[config.mk]
export PLATFORM = sky130hd
export DESIGN_NAME = bitmap_block_allocator_core
export DESIGN_NICKNAME = d
export VERILOG_FILES = /design/src/sv/bba_pkg.sv /design/src/sv/bitmap_block_allocator_core.sv /design/src/sv/bba_ctrl.sv /design/src/sv/bba_datapath.sv
export SDC_FILE = /design/constraint.sdc
export NUM_CORES = 1
export LEC_CHECK = 0
export BUFFER_PORTS_ARGS = -buffer_cell sky130_fd_sc_hd__buf_2
export CAP_MARGIN = 0
export CORE_ASPECT_RATIO = 1.4
export CORE_MARGIN = 8
export CORE_UTILIZATION = 30
export CTS_CLUSTER_SIZE = 12
export DETAILED_ROUTE_END_ITERATION = 10
export PLACE_DENSITY = 0.53
export SYNTH_ARGS = -nofsm -noshare
export SYNTH_HDL_FRONTEND = slang
export SYNTH_SLANG_ARGS = --single-unit
[constraint.sdc]
create_clock -name clk -period 11.45 [get_ports clk]
set_clock_uncertainty 0.1 [all_clocks]
set_input_delay 1.145 -clock clk [delete_from_list [all_inputs] [get_ports clk]]
set_output_delay 1.145 -clock clk [all_outputs]
set_load 0.02 [all_outputs]
[src/sv/bba_pkg.sv]
`default_nettype none
package bba_pkg;

    localparam int NUM_BLOCKS_DEF = 1024;
    localparam int WORD_W = 32;
    localparam int BIT_W = $clog2(WORD_W);
    localparam int OP_W = 2;
    localparam int INDEX_W = 10;
    localparam int COUNT_W = 11;
    localparam int BYTE_W = COUNT_W - 3;
    localparam int MAX_SEARCH_BLOCKS = 1 << INDEX_W;
    localparam logic [COUNT_W-1:0] COUNT_RESET = 11'd1024;

    localparam logic [OP_W-1:0] OP_ALLOCATE = 2'd0;
    localparam logic [OP_W-1:0] OP_FREE = 2'd1;
    localparam logic [OP_W-1:0] OP_MARK_USED = 2'd2;

    localparam logic STATUS_OK = 1'b0;
    localparam logic STATUS_NO_FREE = 1'b1;

    typedef struct packed {
        logic [OP_W-1:0] operation;
        logic [INDEX_W-1:0] block_index;
    } req_t;

    typedef struct packed {
        logic [INDEX_W-1:0] allocated_block;
        logic status;
    } res_t;

    typedef enum logic [1:0] {
        ST_CLEAR,
        ST_IDLE,
        ST_READ,
        ST_WRITE
    } state_t;

    typedef struct packed {
        logic clear;
        logic accept;
        logic rd;
        logic wr;
    } cmd_t;

    typedef struct packed {
        logic clear_done;
    } stat_t;

endpackage
`default_nettype wire

[src/sv/bitmap_block_allocator_core.sv]
`default_nettype none
// channel   ports                      handshake
// request   request (req_t)            taken when start && !busy
// result    result (res_t)             valid while done is high, one cycle
// config    cfg_we, cfg_data           written when cfg_we is high
//
// every request goes through accept, map word read and read-modify-write;
// the result shows on done in the cycle after, when busy is already low
// allocate picks a word from the full-word summary, then encodes inside the word
// after reset the map is zeroed one word a cycle and busy stays high until
// every word is clear; config writes are taken throughout
// the receiver cannot stall, results are not held
module bitmap_block_allocator_core
    import bba_pkg::*;
#(
    parameter int NUM_BLOCKS = NUM_BLOCKS_DEF
)
(
    input  wire logic clk,
    input  wire logic rst_n,
    input  wire logic start,
    output logic busy,
    input  wire req_t request,
    output logic done,
    output res_t result,
    input  wire logic cfg_we,
    input  wire logic [COUNT_W-1:0] cfg_data
);

    cmd_t cmd;
    stat_t stat;

    bba_ctrl u_ctrl (
        .clk(clk),
        .rst_n(rst_n),
        .start(start),
        .stat(stat),
        .busy(busy),
        .cmd(cmd)
    );

    bba_datapath #(
        .NUM_BLOCKS(NUM_BLOCKS)
    ) u_datapath (
        .clk(clk),
        .rst_n(rst_n),
        .cmd(cmd),
        .stat(stat),
        .request(request),
        .cfg_we(cfg_we),
        .cfg_data(cfg_data),
        .done(done),
        .result(result)
    );

endmodule
`default_nettype wire

[src/sv/bba_ctrl.sv]
`default_nettype none
module bba_ctrl
    import bba_pkg::*;
(
    input  wire logic clk,
    input  wire logic rst_n,
    input  wire logic start,
    input  wire stat_t stat,
    output logic busy,
    output cmd_t cmd
);

    state_t state_reg;
    state_t state_next;

    always_ff @(posedge clk or negedge rst_n)
    begin
        if (!rst_n)
        begin
            state_reg <= ST_CLEAR;
        end
        else
        begin
            state_reg <= state_next;
        end
    end

    always_comb
    begin
        state_next = state_reg;
        case (state_reg)
            ST_CLEAR:
            begin
                if (stat.clear_done)
                begin
                    state_next = ST_IDLE;
                end
            end
            ST_IDLE:
            begin
                if (start)
                begin
                    state_next = ST_READ;
                end
            end
            ST_READ:
            begin
                state_next = ST_WRITE;
            end
            ST_WRITE:
            begin
                state_next = ST_IDLE;
            end
            default:
            begin
                state_next = ST_CLEAR;
            end
        endcase
    end

    always_comb
    begin
        cmd = '0;
        busy = 1'b1;
        case (state_reg)
            ST_CLEAR:
            begin
                cmd.clear = 1'b1;
            end
            ST_IDLE:
            begin
                busy = 1'b0;
                cmd.accept = start;
            end
            ST_READ:
            begin
                cmd.rd = 1'b1;
            end
            ST_WRITE:
            begin
                cmd.wr = 1'b1;
            end
            default:
            begin
                busy = 1'b1;
            end
        endcase
    end

endmodule
`default_nettype wire

[src/sv/bba_datapath.sv]
`default_nettype none
module bba_datapath
    import bba_pkg::*;
#(
    parameter int NUM_BLOCKS = NUM_BLOCKS_DEF
)
(
    input  wire logic clk,
    input  wire logic rst_n,
    input  wire cmd_t cmd,
    output stat_t stat,
    input  wire req_t request,
    input  wire logic cfg_we,
    input  wire logic [COUNT_W-1:0] cfg_data,
    output logic done,
    output res_t result
);

    localparam int NUM_WORDS = (NUM_BLOCKS + WORD_W - 1) / WORD_W;
    localparam int WADDR_W = (NUM_WORDS > 1) ? $clog2(NUM_WORDS) : 1;
    localparam int MAX_SEARCH_WORDS = MAX_SEARCH_BLOCKS / WORD_W;
    localparam int SEARCH_WORDS = (NUM_WORDS < MAX_SEARCH_WORDS) ? NUM_WORDS : MAX_SEARCH_WORDS;
    localparam int SW_W = (SEARCH_WORDS > 1) ? $clog2(SEARCH_WORDS) : 1;
    localparam int LIMIT_BYTES = NUM_BLOCKS / 8;
    localparam int FOUND_W = WADDR_W + BIT_W;

    logic [WORD_W-1:0] mem [NUM_WORDS];
    logic [WORD_W-1:0] rdata_reg;

    logic [COUNT_W-1:0] count_reg;
    logic [SEARCH_WORDS-1:0] full_reg;
    logic [WADDR_W-1:0] clear_cnt_reg;
    logic [WADDR_W-1:0] addr_reg;
    logic [WADDR_W-1:0] addr_next;
    logic [OP_W-1:0] op_reg;
    logic [BIT_W-1:0] bit_reg;
    logic in_range_reg;
    logic cand_valid_reg;
    logic [BYTE_W-1:0] lim_bytes_reg;
    logic [BYTE_W-1:0] lim_bytes_next;
    logic done_reg;
    res_t result_reg;

    logic [SW_W-1:0] cand_word;
    logic cand_valid;
    logic [BIT_W-1:0] zero_bit;
    logic zero_found;
    logic [FOUND_W-1:0] found;
    logic hit;
    logic is_alloc;
    logic we;
    logic [WADDR_W-1:0] waddr;
    logic [WORD_W-1:0] wdata;
    logic [WORD_W-1:0] mod_word;

    // lowest word that still has a free block
    always_comb
    begin
        cand_word = '0;
        cand_valid = 1'b0;
        for (int i = SEARCH_WORDS - 1; i >= 0; i--)
        begin
            if (!full_reg[i])
            begin
                cand_word = SW_W'(i);
                cand_valid = 1'b1;
            end
        end
    end

    always_comb
    begin
        if (request.operation == OP_ALLOCATE)
        begin
            addr_next = WADDR_W'(cand_word);
        end
        else
        begin
            addr_next = WADDR_W'(request.block_index >> BIT_W);
        end
        lim_bytes_next = count_reg[COUNT_W-1:3];
        if (32'(count_reg[COUNT_W-1:3]) > LIMIT_BYTES)
        begin
            lim_bytes_next = BYTE_W'(LIMIT_BYTES);
        end
    end

    always_ff @(posedge clk)
    begin
        if (cmd.accept)
        begin
            addr_reg <= addr_next;
            op_reg <= request.operation;
            bit_reg <= request.block_index[BIT_W-1:0];
            in_range_reg <= (32'(request.block_index) < NUM_BLOCKS);
            cand_valid_reg <= cand_valid;
            lim_bytes_reg <= lim_bytes_next;
        end
    end

    // lowest clear bit of the word read back
    always_comb
    begin
        zero_bit = '0;
        zero_found = 1'b0;
        for (int k = WORD_W - 1; k >= 0; k--)
        begin
            if (!rdata_reg[k])
            begin
                zero_bit = BIT_W'(k);
                zero_found = 1'b1;
            end
        end
    end

    assign found = {addr_reg, zero_bit};
    assign is_alloc = (op_reg == OP_ALLOCATE);
    // blocks of a trailing partial byte or past the store fail the byte limit
    assign hit = cand_valid_reg && zero_found && ((32'(found) >> 3) < 32'(lim_bytes_reg));

    always_comb
    begin
        mod_word = rdata_reg;
        we = 1'b0;
        case (op_reg)
            OP_ALLOCATE:
            begin
                mod_word = rdata_reg | (WORD_W'(1) << zero_bit);
                we = cmd.wr && hit;
            end
            OP_FREE:
            begin
                mod_word = rdata_reg & ~(WORD_W'(1) << bit_reg);
                we = cmd.wr && in_range_reg;
            end
            OP_MARK_USED:
            begin
                mod_word = rdata_reg | (WORD_W'(1) << bit_reg);
                we = cmd.wr && in_range_reg;
            end
            default:
            begin
                we = 1'b0;
            end
        endcase
    end

    assign waddr = cmd.clear ? clear_cnt_reg : addr_reg;
    assign wdata = cmd.clear ? '0 : mod_word;

    always_ff @(posedge clk)
    begin
        if (cmd.clear || we)
        begin
            mem[waddr] <= wdata;
        end
        if (cmd.rd)
        begin
            rdata_reg <= mem[addr_reg];
        end
    end

    always_ff @(posedge clk or negedge rst_n)
    begin
        if (!rst_n)
        begin
            count_reg <= COUNT_RESET;
            full_reg <= '0;
            clear_cnt_reg <= '0;
            done_reg <= 1'b0;
        end
        else
        begin
            if (cfg_we)
            begin
                count_reg <= cfg_data;
            end
            if (we && (32'(addr_reg) < SEARCH_WORDS))
            begin
                full_reg[addr_reg[SW_W-1:0]] <= &mod_word;
            end
            if (cmd.clear)
            begin
                clear_cnt_reg <= clear_cnt_reg + 1'b1;
            end
            done_reg <= cmd.wr;
        end
    end

    always_ff @(posedge clk)
    begin
        if (cmd.wr)
        begin
            result_reg.allocated_block <= (is_alloc && hit) ? INDEX_W'(found) : '0;
            result_reg.status <= (is_alloc && !hit) ? STATUS_NO_FREE : STATUS_OK;
        end
    end

    assign stat.clear_done = cmd.clear && (clear_cnt_reg == WADDR_W'(NUM_WORDS - 1));
    assign done = done_reg;
    assign result = result_reg;

endmodule
`default_nettype wire

==> results.ini <==
[clock_tree]
clock_latency_ns = 0.74
post_cts_buffers = 0
cts_hold_buf = 0
cts_max_level = 3
root_buffer = clkbuf_16
cts_resized = 0
clockBufferDepth = 3
cts_buffers = 109
cts_tree = built
clock-sinks = 1136
clk_pin_slew_ns = 0.06

[global_route]
grt_max_degree = 120
grt_pass1_vias = 25303
grt_use_total_pct = 15.6
overflow = 0
grt_pass1_wl_um = 188000
antenna_found_initial = 1

[sta]
slew_violations = 0
tightest_slew_ns = 1.28
timing.fmax_mhz = 164
period_minus_slack_ns = 6.09
final-hold-violation-count = 0
rsz0062_at_grt = no
tns_ns = 0
setup-violations-final = 0
post-route-period-util_pct = 53.2
setup_slack_ns = 5.36
whs_ns = 0.407
slew-limit-headroom_pct = 14.5

[setup_path]
critPathBufInv = 1
cp_slowest_stage_delay_ns = 0.86
crit_chain = nand4_1, or4_1, nor2_1, ha_1, a21boi_0, o2111ai_1, a31oi_1, o41ai_1, nand2_1, nor2_4, buf_4
critPathKind = flop to flop
crit_fanout = 22
critPathRequiredTime_ns = 11.67
cp_slowest_cell = or4_1
critPathArrivalTime_ns = 6.30
crit_path_end_kind = flop
cp-start-kind = flop
cp_top_family = simple AND/OR/NAND/NOR gates

[logic_synthesis]
syn_area_mm2 = 0.0455
avgSynthCellArea_um2 = 19.0
synthCells = 2394
synth_edf_count = 1088
async_flop_share_pct = 4.23
muxShareOfSynthArea_pct = 12.9
yosys_register_bits = 1136
yosysSeqAreaShare_pct = 74.5
syn-num-nets = 2437
synth_top_family_by_area = multiplexers
yosysWarnings = 0
synth_fa_ha_area_share_pct = 0.440
synth-xor-area-share_pct = 0.0578
ys_types = 76
ys.flop_type = edfxtp_1
synthSimpleGateAreaFrac_pct = 4.73
synth_compound_area_share_pct = 5.92

[die]
core_area_mm2 = 0.151
initial_core_util_pct = 30.1
die_h_um = 477
dieArea_mm2 = 0.164
die_w_um = 345
rows = 169
ios = 40

[detailed_routing]
dr.pass1.iters = 5
routed_wl_um = 133000
wl_per_cell_um = 29.4
drt-initial-drc-count = 2219
drc = 0
detail-route-antenna-nets = 0
num_vias = 24267
routed_via_density = 5.38

[placement]
place_congestion = 0.906
pre_cts_ws_ns = 5.39
portBuffers = 36
hpwl_um = 76500

[layout]
largest_register_ffs = 1024
layout-drive-gt1-share_pct = 24.0
final_common_cell = edfxtp_1
syn_to_final_growth_pct = 13.8
layout.nets = 2542
final_core_util_pct = 34.3
final_cell_mix = edfxtp_1, mux4_2, a22oi_1

[pwr]
peakVddDrop_mv = 0.122
p_switching_w = 0.00311
powerDensity_mw_per_mm2 = 207
p_int_w = 0.00760
p_clk_share_pct = 30.7
finalPower_w = 0.0107
power_frac_seq_pct = 50.0
combPwrFrac_pct = 19.3
cellLeakagePower_nw = 16.0
p_sw_share_pct = 29.0

[status]
outcome = complete, no violations

[flow_run]
drv_cap = 0

[worst_hold_path]
hp-class = flop to flop

-- area by class of cell --
| cell class | instances | area [um2] |
|---|---|---|
| Fill cell | 14178 | 99200 |
| Sequential cell | 1136 | 33900 |
| Multi-Input combinational cell | 1096 | 11300 |
| Clock buffer | 137 | 2900 |
| Tap cell | 1966 | 2460 |
| Timing Repair Buffer | 125 | 861 |
| Clock inverter | 20 | 191 |
| Inverter | 31 | 116 |
| Antenna cell | 1 | 2.50 |
-- cells by family after synthesis --
logic type / count (synthesis)
simple gates: 415
buf+inv: 162
fa+ha+maj: 16
compound gates: 395
flops: 1136
mux: 267
xor+xnor: 3
-- cells in the mapped netlist (7+ instances only) --
library cell  count  area [um2]
edfxtp_1       1088       32700
mux4_2          256        5770
a22oi_1         130         976
nor2_1          113         424
nand2_1          93         349
clkbuf_1         91         342
o21ai_0          77         385
nand4_1          65         407
a21oi_1          54         270
dfrtp_1          47        1180
inv_1            31         116
buf_1            28         105
a31oi_1          24         150
nand3_1          23         115
o31ai_1          23         173
nor2b_1          19         119
ha_1             16         200
nand2b_1         16         100
nor3_1           16        80.1
mux2_2           10         113
or3_1             9        56.3
a21o_1            8        60.1
and4_1            8        70.1
buf_2             8        40.0
or2_2             8        50.1
nor4_1            7        43.8
-- routing by layer --
| layer | vias to the layer above | track usage (%) | share of wire [%] |
|---|---|---|---|
| met5 | - | 0 | 0 |
| met4 | 0 | 5.70 | 3.5 |
| met3 | 197 | 2.15 | 5.1 |
| met2 | 851 | 27.9 | 52 |
| met1 | 13059 | 19.3 | 39 |
| li1 | 10160 | - | - |
-- per-stage QoR --
stage,cell area (um2),std cells
3_3_place_gp,48600,4354
2_1_floorplan,45500,2394
3_5_place_dp,48600,4354
5_1_grt,51700,4512
6_report,51700,4512
4_1_cts,51700,4511
-- worst register-to-register path: stages (launching register included) --
cell	delay, ns
edfxtp_1	0.70
nand4_1	0.15
or4_1	0.86
nor2_1	0.22
ha_1	0.24
a21boi_0	0.13
o2111ai_1	0.30
a31oi_1	0.33
o41ai_1	0.85
nand2_1	0.59
nor2_4	0.63
buf_4	0.57
-- worst paths after layout --
kind	startpoint	to	slack, ns	depth (start not counted)
worst min-delay path	u_datapath.count_reg[8]	u_datapath.count_reg[8]	0.41	1
worst max-delay path	u_datapath.rdata_reg[2]	u_datapath.mem[5][19]	5.36	11
worst min register to register	u_datapath.count_reg[8]	u_datapath.count_reg[8]	0.41	1
max in group asynchronous	rst_n	u_ctrl.state_reg[0]	10.04	1
min in group asynchronous	rst_n	u_datapath.full_reg[14]	0.54	1
worst max register to register	u_datapath.rdata_reg[2]	u_datapath.mem[5][19]	5.36	11
-- power by group through the flow --
stage	Combinational, W	Clock (W)	Sequential (W)
after floorplan	0.00119	0	0.00539
after global placement	0.00204	0	0.00542
after detailed placement	0.00209	0	0.00544
after CTS	0.00210	0.00337	0.00535
after global routing	0.00221	0.00350	0.00537
final	0.00207	0.00328	0.00536
No activity file was read; power rests on OpenSTA's default activity.
